[src/sv/pib_pkg.sv]
// ----------------------------------------------------------------------------
// pib_pkg: shared definitions of the oriented-box point filter
// Field widths, request and register codes, box record and chain beat types.
// ----------------------------------------------------------------------------
package pib_pkg;

    localparam int MAX_BOXES_DEF = 32;
    localparam int SLOT_W        = 6;
    localparam int COORD_W       = 16;
    localparam int LEN_W         = 12;
    localparam int TRIG_W        = 16;
    localparam int CFG_W         = 8;
    localparam int CRN_W         = 17;
    localparam int QLEN_W        = 13;
    localparam int PROD_W        = 30;
    localparam int ACC_W         = 33;
    localparam int MASK_W        = 32;
    localparam int CNT_OUT_W     = 6;
    localparam int APB_AW        = 5;
    localparam int APB_DW        = 32;

    localparam logic [1:0] REQ_CLEAR = 2'd0;
    localparam logic [1:0] REQ_LOAD  = 2'd1;
    localparam logic [1:0] REQ_POINT = 2'd2;
    localparam logic [1:0] REQ_RSVD  = 2'd3;

    localparam logic [2:0] REG_QUANT_STEP     = 3'd0;
    localparam logic [2:0] REG_WIDTH_ENLARGE  = 3'd1;
    localparam logic [2:0] REG_LENGTH_ENLARGE = 3'd2;
    localparam logic [2:0] REG_BOTTOM_MARGIN  = 3'd3;
    localparam logic [2:0] REG_TOP_MARGIN     = 3'd4;

    typedef logic [CRN_W-1:0] crn_t;

    typedef struct packed {
        crn_t [3:0]         cx;
        crn_t [3:0]         cy;
        crn_t               xmin;
        crn_t               xmax;
        crn_t               ymin;
        crn_t               ymax;
        logic [COORD_W-1:0] zc;
        logic [LEN_W-1:0]   h;
    } box_t;

    typedef struct packed {
        logic               vld;
        logic               is_load;
        logic [SLOT_W-1:0]  slot;
        logic [COORD_W-1:0] px;
        logic [COORD_W-1:0] py;
        logic [COORD_W-1:0] pz;
        box_t               box;
    } tok_t;

endpackage

[src/sv/pib_box_prep.sv]
// ----------------------------------------------------------------------------
// pib_box_prep: box setup sequencer
// Rounds width and length up to the step with a bit-serial divider (a zero step
// keeps them), adds the enlarge values, rotates the half extents and forms corners
// and bounds.
module pib_box_prep
(
    input  logic                                clk,
    input  logic                                rst_n,
    input  logic                                start,
    input  logic signed [pib_pkg::COORD_W-1:0]  pos_x,
    input  logic signed [pib_pkg::COORD_W-1:0]  pos_y,
    input  logic signed [pib_pkg::COORD_W-1:0]  pos_z,
    input  logic [pib_pkg::LEN_W-1:0]           box_width,
    input  logic [pib_pkg::LEN_W-1:0]           box_length,
    input  logic [pib_pkg::LEN_W-1:0]           box_height,
    input  logic signed [pib_pkg::TRIG_W-1:0]   heading_cos,
    input  logic signed [pib_pkg::TRIG_W-1:0]   heading_sin,
    input  logic [pib_pkg::CFG_W-1:0]           quant_step,
    input  logic [pib_pkg::CFG_W-1:0]           width_enlarge,
    input  logic [pib_pkg::CFG_W-1:0]           length_enlarge,
    output logic                                done,
    output pib_pkg::box_t                       box
);

    typedef enum logic [2:0] {P_IDLE, P_DIV, P_QUANT, P_MUL, P_CORNER, P_BOUND} pstate_t;

    localparam int QW = pib_pkg::QLEN_W;
    localparam int PW = pib_pkg::PROD_W;
    localparam int AW = pib_pkg::ACC_W;
    localparam int CW = pib_pkg::CRN_W;
    localparam int DIV_LAST = QW - 1;

    pstate_t state_reg;
    logic    done_reg;
    logic [3:0] cnt_reg;

    logic signed [pib_pkg::COORD_W-1:0] x_reg, y_reg, z_reg;
    logic [pib_pkg::LEN_W-1:0]          w_reg, l_reg, h_reg;
    logic signed [pib_pkg::TRIG_W-1:0]  c_reg, s_reg;
    logic [pib_pkg::CFG_W-1:0]          q_reg, we_reg, le_reg;

    logic [QW-1:0] wdq_reg, ldq_reg;
    logic [pib_pkg::CFG_W-1:0] wrem_reg, lrem_reg;
    logic [QW-1:0] wf_reg, lf_reg;
    logic signed [PW-1:0] wc_reg, ws_reg, lc_reg, ls_reg;
    logic signed [CW-1:0] cx_reg [4];
    logic signed [CW-1:0] cy_reg [4];
    pib_pkg::box_t box_reg;

    // Divider step for width and length
    logic [pib_pkg::CFG_W:0] wtrial, ltrial;
    logic wbit, lbit;
    logic [pib_pkg::CFG_W-1:0] wrem_next, lrem_next;
    logic [QW+pib_pkg::CFG_W-1:0] wprod, lprod;
    logic [QW-1:0] wq, lq;
    logic signed [AW-1:0] xs, ys, wc33, ws33, lc33, ls33;
    logic signed [AW-1:0] sx [4];
    logic signed [AW-1:0] sy [4];
    logic signed [CW-1:0] xmin, xmax, ymin, ymax;

    function automatic logic signed [CW-1:0] rnd(input logic signed [AW-1:0] v);
        logic signed [AW-1:0] t;
        t = v + AW'(16384);
        return t[AW-2:15];
    endfunction

    always_comb
    begin
        wtrial    = {wrem_reg, wdq_reg[QW-1]};
        ltrial    = {lrem_reg, ldq_reg[QW-1]};
        wbit      = (wtrial >= {1'b0, q_reg});
        lbit      = (ltrial >= {1'b0, q_reg});
        wrem_next = wbit ? pib_pkg::CFG_W'(wtrial - {1'b0, q_reg}) : wtrial[pib_pkg::CFG_W-1:0];
        lrem_next = lbit ? pib_pkg::CFG_W'(ltrial - {1'b0, q_reg}) : ltrial[pib_pkg::CFG_W-1:0];

        wprod = wdq_reg * q_reg;
        lprod = ldq_reg * q_reg;
        wq = (q_reg == '0) ? QW'(w_reg) : wprod[QW-1:0];
        lq = (q_reg == '0) ? QW'(l_reg) : lprod[QW-1:0];

        xs   = {{2{x_reg[pib_pkg::COORD_W-1]}}, x_reg, 15'b0};
        ys   = {{2{y_reg[pib_pkg::COORD_W-1]}}, y_reg, 15'b0};
        wc33 = AW'(wc_reg);
        ws33 = AW'(ws_reg);
        lc33 = AW'(lc_reg);
        ls33 = AW'(ls_reg);
        sx[0] = -wc33 - ls33 + xs;  sy[0] =  ws33 - lc33 + ys;
        sx[1] = -wc33 + ls33 + xs;  sy[1] =  ws33 + lc33 + ys;
        sx[2] =  wc33 + ls33 + xs;  sy[2] = -ws33 + lc33 + ys;
        sx[3] =  wc33 - ls33 + xs;  sy[3] = -ws33 - lc33 + ys;

        xmin = cx_reg[0]; xmax = cx_reg[0];
        ymin = cy_reg[0]; ymax = cy_reg[0];
        for (int i = 1; i < 4; i++)
        begin
            if (cx_reg[i] < xmin) xmin = cx_reg[i];
            if (cx_reg[i] > xmax) xmax = cx_reg[i];
            if (cy_reg[i] < ymin) ymin = cy_reg[i];
            if (cy_reg[i] > ymax) ymax = cy_reg[i];
        end
    end

    always_ff @(posedge clk or negedge rst_n)
    begin
        if (!rst_n)
        begin
            state_reg <= P_IDLE;
            done_reg  <= 1'b0;
            cnt_reg   <= '0;
        end
        else
        begin
            done_reg <= 1'b0;
            unique case (state_reg)
                P_IDLE:
                begin
                    if (start)
                    begin
                        state_reg <= P_DIV;
                        cnt_reg   <= '0;
                    end
                end
                P_DIV:
                begin
                    cnt_reg <= cnt_reg + 4'd1;
                    if (cnt_reg == 4'(DIV_LAST))
                        state_reg <= P_QUANT;
                end
                P_QUANT:  state_reg <= P_MUL;
                P_MUL:    state_reg <= P_CORNER;
                P_CORNER: state_reg <= P_BOUND;
                P_BOUND:
                begin
                    state_reg <= P_IDLE;
                    done_reg  <= 1'b1;
                end
                default:  state_reg <= P_IDLE;
            endcase
        end
    end

    // Datapath registers carry no reset.
    always_ff @(posedge clk)
    begin
        if (state_reg == P_IDLE && start)
        begin
            x_reg  <= pos_x;       y_reg <= pos_y;       z_reg <= pos_z;
            w_reg  <= box_width;   l_reg <= box_length;  h_reg <= box_height;
            c_reg  <= heading_cos; s_reg <= heading_sin;
            q_reg  <= quant_step;
            we_reg <= width_enlarge;
            le_reg <= length_enlarge;
            // Ceiling division: divide len + step - 1 by the step.
            wdq_reg  <= QW'({1'b0, box_width}  + {5'b0, quant_step} - 13'd1);
            ldq_reg  <= QW'({1'b0, box_length} + {5'b0, quant_step} - 13'd1);
            wrem_reg <= '0;
            lrem_reg <= '0;
        end
        if (state_reg == P_DIV)
        begin
            wdq_reg  <= {wdq_reg[QW-2:0], wbit};
            ldq_reg  <= {ldq_reg[QW-2:0], lbit};
            wrem_reg <= wrem_next;
            lrem_reg <= lrem_next;
        end
        if (state_reg == P_QUANT)
        begin
            wf_reg <= wq + QW'(we_reg);
            lf_reg <= lq + QW'(le_reg);
        end
        if (state_reg == P_MUL)
        begin
            wc_reg <= PW'($signed({1'b0, wf_reg}) * c_reg);
            ws_reg <= PW'($signed({1'b0, wf_reg}) * s_reg);
            lc_reg <= PW'($signed({1'b0, lf_reg}) * c_reg);
            ls_reg <= PW'($signed({1'b0, lf_reg}) * s_reg);
        end
        if (state_reg == P_CORNER)
        begin
            for (int i = 0; i < 4; i++)
            begin
                cx_reg[i] <= rnd(sx[i]);
                cy_reg[i] <= rnd(sy[i]);
            end
        end
        if (state_reg == P_BOUND)
        begin
            for (int i = 0; i < 4; i++)
            begin
                box_reg.cx[i] <= cx_reg[i];
                box_reg.cy[i] <= cy_reg[i];
            end
            box_reg.xmin <= xmin;
            box_reg.xmax <= xmax;
            box_reg.ymin <= ymin;
            box_reg.ymax <= ymax;
            box_reg.zc   <= z_reg;
            box_reg.h    <= h_reg;
        end
    end

    assign done = done_reg;
    assign box  = box_reg;

endmodule

[config.mk]
export PLATFORM = sky130hd
export DESIGN_NAME = pib_box_prep
export DESIGN_NICKNAME = d
export VERILOG_FILES = /design/src/sv/pib_pkg.sv /design/src/sv/pib_box_prep.sv
export SDC_FILE = /design/constraint.sdc
export NUM_CORES = 2
export LEC_CHECK = 0
export ABC_AREA = 1
export BUFFER_PORTS_ARGS = -buffer_cell sky130_fd_sc_hd__buf_4
export CORE_ASPECT_RATIO = 0.75
export CORE_MARGIN = 5
export CORE_UTILIZATION = 67
export DETAILED_ROUTE_END_ITERATION = 7
export PLACE_DENSITY = 0.92
export SLEW_MARGIN = 15
export SYNTH_ARGS = -nofsm -noshare
export SYNTH_HDL_FRONTEND = slang
export SYNTH_SLANG_ARGS = --single-unit
[constraint.sdc]
create_clock -name clk -period 42.8 [get_ports clk]
set_clock_uncertainty 0.2 [all_clocks]
set_input_delay 2.14 -clock clk [delete_from_list [all_inputs] [get_ports clk]]
set_output_delay 2.14 -clock clk [all_outputs]
set_load 0.01 [all_outputs]
## After elaboration in Yosys (flattened, before gate mapping)

Memories as Yosys holds them, arrays and structs flattened.
Cells that the tools add are included.
Widths: inputs -> output; s select.

- Register bits after elaboration: 568
- Memory bits (writable): 136
- Input port bits: 143
- Logic and storage cells: 141
- Memories: 2

- Add/subtract/negate cells: 35
- Multipliers: 6
- $lt $le $gt $ge: 14
- Equal/unequal tests: 8
- Muxes and demuxes: 31
- Reduce and logical (&&, ||, !) cells: 7

Memory list:

| memory | words | bits a word | read ports | clocked after Yosys merged registers in | wr ports | RTL line | source |
|---|---|---|---|---|---|---|---|
| cx_reg | 4 | 17 | 4 | 0 | 4 | pib_box_prep.sv:47 | `logic signed [CW-1:0] cx_reg [4];` |
| cy_reg | 4 | 17 | 4 | 0 | 4 | pib_box_prep.sv:48 | `logic signed [CW-1:0] cy_reg [4];` |

Operators by type and width:

| operator | number |
|---|---|
| $add 32x16->32 const B | 8 |
| $mux 17 | 12 |
| $add 31x31->32 | 4 |
| $add 32x31->32 | 4 |
| $mul 14x16->30 | 4 |
| $gt 17x17->1 | 6 |
| $lt 17x17->1 | 6 |
| $mux 13 | 6 |
| $add 32x30->32 | 2 |
| $neg 30->32 | 2 |
| $sub 32x30->32 | 2 |
| $add 30x30->31 | 2 |
| $sub 30x30->31 | 2 |
| $mux 8 | 5 |
| $add 12x8->13 | 2 |
| $add 13x8->13 | 2 |
| $mul 13x8->13 | 2 |
| $sub 13x1->13 const B | 2 |
| $ge 9x8->1 | 2 |
| $sub 8x8->8 | 2 |
| $pmux 3 s5 | 1 |
| $logic_not 8->1 | 1 |
| $pmux 4 s2 | 1 |
| $eq 3x2->1 const B | 2 |
| other kinds (12) | 19 |

## Depth between registers and ports, before layout

An unclocked memory read counts as a cell.

- Depth after elaboration: 7
- Depth in mapped cells: 41
- Gate-level depth less buffers: 39

## Worst setup path after synthesis

No wires, ideal clock.

- Kind: reg2reg
- Start: reg state_reg[0]
- End: reg done_reg (netlist: done)
- Arrival time: 16.102 ns
- Data required time: 40.876 ns
- Setup slack: 24.774 ns
- Stages on the path, launching flop included: 3
- Buffers on the path: 0
- Period minus slack after synthesis: 18.026 ns
- Cells stage by stage: dfrtp_1 -> inv_1 -> nor3_1

- Longest elaborated chain between the ends: 2

Ends and longest elaborated chain:

| what | RTL line | source |
|---|---|---|
| from (decl) | pib_box_prep.sv:34 | `pstate_t state_reg;` |
| from (signal assigned) | pib_box_prep.sv:108 | `state_reg <= P_IDLE;` |
| from (signal assigned) | pib_box_prep.sv:120 | `state_reg <= P_DIV;` |
| from (signal assigned) | pib_box_prep.sv:128 | `state_reg <= P_QUANT;` |
| $eq 3x3->1 | pib_box_prep.sv:115 | `unique case (state_reg)` |
| $mux 1 | pib_box_prep.sv:115 |  |
| to (signal assigned) | pib_box_prep.sv:109 | `done_reg <= 1'b0;` |
| to (signal assigned) | pib_box_prep.sv:114 | `done_reg <= 1'b0;` |
| to (signal assigned) | pib_box_prep.sv:136 | `done_reg <= 1'b1;` |
| to (decl) | pib_box_prep.sv:35 | `logic done_reg;` |

Every way passes these cells.
A chain may end at the register's enable or synchronous reset.

==> out/metrics.csv <==
metric,value,unit
end_kind,flip-flop,
avgViaCountPerCell,5.95,
slowest_delay,0.83,ns
cts-htree-levels,3,
syn_inst,9447,
tightest_slew,1.12,ns
drt_wl_total,245000,microns
cpMostUsedCell,nand3_1,
postSynth.asyncResetShare,1.14,%
drc,4,
synth_cell_type_count,66,
drive_above_1_share,6.66,%
ios,376,
tritoncts,built,
ctsHoldBuffers,0,
grt_max_degree,80,
syn_nets,11600,
cts_sinks,704,
clk_pin_slew_worst_paths,0.07,ns
grt_setup_unrepaired,no,
grt_first_pass_wirelength,383000,microns
start_util,67.5,%
hpwl,195000,microns
cts_resized,0,
dieWidth,419,microns
ys.warnings.count,0,
root_buffer,clkbuf_16,
antenna_found_initial,8,
grtUsageTotal,37.1,%
first_global_vias,70200,
cp.arrival,8.35,ns
worstPathMaxFanout,34,
final_common_cell,inv_1,
drtIter0Drc,8728,
crit_path_top_delay_cell,o21ai_2,
die_area,0.133,sq mm
period_needed,8.14,ns
fmaxAchievable,123,MHz
critPathRequiredTime,43.01,ns
post_cts_buffers,0,
drt_first_pass_iters,8,
start_kind,flip-flop,
worst-setup-path-type,reg2reg,
max_cap_viol_count,0,
area_growth_syn_to_layout,8.37,%
fp-row-count,112,
yosysSeqAreaShare,25.1,%
portBuffers,375,
hold_viol_final,0,
final_cell_mix,"inv_1, nand2_1, fa_1",
max-slew-margin-rel,24.4,%
grt_remaining_overflow,0,
detail-route-antenna-nets,0,
synth-edff-count,696,
ctsLongestPathBuffers,3,
netlist_area,0.0840,sq mm
status,"finished, violations left",
setup_viol,0,
ys.flop_type,edfxtp_1,
avgSynthCellArea,8.89,sq um
finalCritPeriodShare,19.0,%
worstSkewPairLatency,0.72,ns
num_vias,68100,
hold_path_class,reg2reg,
largest_reg_flops,232,
wl_per_cell,21.4,microns
layout.nets,11800,
failed_checks,DRC,
slew_violations,0,
coreArea,0.124,sq mm
finalWeightedCongestion,1.07,
die_y,317,microns
ys_seq_elements,704,
cts_buffers,75,
fin_setup_tns,0,ns
-- stage by stage --
step | hold WS, ns | util (%) | setup WS, ns | instance area [sq um] | instances
finish | 0.214 | 73.1 | 34.66 | 91000 | 11400
global route | 0.220 | 73.1 | 33.97 | 91000 | 11400
CTS | 0.214 | 73.1 | 35.12 | 90900 | 11400
detailed placement | 0.205 | 71.1 | 35.21 | 88500 | 11300
global placement | 0.200 | 71.1 | 35.63 | 88500 | 11300
floorplan | 0.200 | - | 24.77 | 84000 | 9447
-- cell type report --
| type | instances | area (sq um) |
|---|---|---|
| Antenna cell | 5 | 12.5 |
| Clock buffer | 82 | 1920 |
| Clock inverter | 57 | 543 |
| Fill cell | 8467 | 33500 |
| Inverter | 2299 | 8630 |
| Multi-Input combinational cell | 6190 | 53300 |
| Sequential cell | 704 | 21100 |
| Tap cell | 1653 | 2070 |
| Timing Repair Buffer | 452 | 3410 |
-- metal layers --
| metal | GRT usage (%) | up-vias | part of all wire [%] |
|---|---|---|---|
| met4 | 14.8 | 6 | 4.5 |
| met5 | 0 | - | 0.094 |
| met1 | 50.7 | 32500 | 38 |
| met2 | 55.8 | 4819 | 43 |
| li1 | - | 29900 | - |
| met3 | 11.7 | 930 | 14 |
-- final timing paths --
check	from	to	slack, ns	cells after the start
max	cx_reg[1][8]$_DFFE_PN_	box[64]$_DFFE_PP_	34.66	28
min	z_reg[10]$_DFFE_PP_	box[22]$_DFFE_PP_	0.21	0
max reg2reg	cx_reg[1][8]$_DFFE_PN_	box[64]$_DFFE_PP_	34.66	28
min reg2reg	z_reg[10]$_DFFE_PP_	box[22]$_DFFE_PP_	0.21	0
max in group asynchronous	rst_n	state_reg[2]$_DFFE_PN0P_	41.22	1
min in group asynchronous	rst_n	cnt_reg[2]$_DFFE_PN0P_	1.02	1
-- cell usage after synthesis, types with 7 or more instances --
library cell  number  area, sq um
a21o_1            31          233
edfxtp_1         696        20900
nor4_1            29          181
o211ai_1          28          210
xnor2_1          132         1160
o31ai_1           19          143
fa_1            1026        20500
o21ai_1           22          110
nand3_2            8         80.1
o221ai_1          25          219
xor2_1           260         2280
nand2_2           14         87.6
clkbuf_1         236          886
nor2_1           355         1330
nand4_1           55          344
dfrtp_1            8          200
nor3_1            59          295
a21oi_1          572         2860
a21boi_0          10         75.1
inv_1           2295         8610
ha_1             939        11700
o21ai_0          351         1760
o21bai_1          26          195
or2_2              7         43.8
a31oi_1           24          150
a211oi_1          11         82.6
nand2_1         1874         7030
o21a_1            38          285
nand3_1          203         1020
-- critical path: cells and delay by family (launching register included) --
family,cells,cell delay (ns)
fa+ha+maj,3,0.89
compound gates,11,3.60
xor+xnor,1,0.22
simple gates,12,2.38
flops,1,0.46
buf+inv,1,0.07
-- logic make-up after synthesis --
logic type      Yosys count  share of synthesized area (%)
fa+ha+maj              1965                           38.5
compound gates         1183                           7.81
flops                   704                           25.1
mux                       2                         0.0238
xor+xnor                397                           4.21
simple gates           2643                           12.9
buf+inv                2553                           11.5
Power is left out: the tool's default activity adds up to more than one toggle a clock period on the data nets, which glitch-free logic cannot reach.
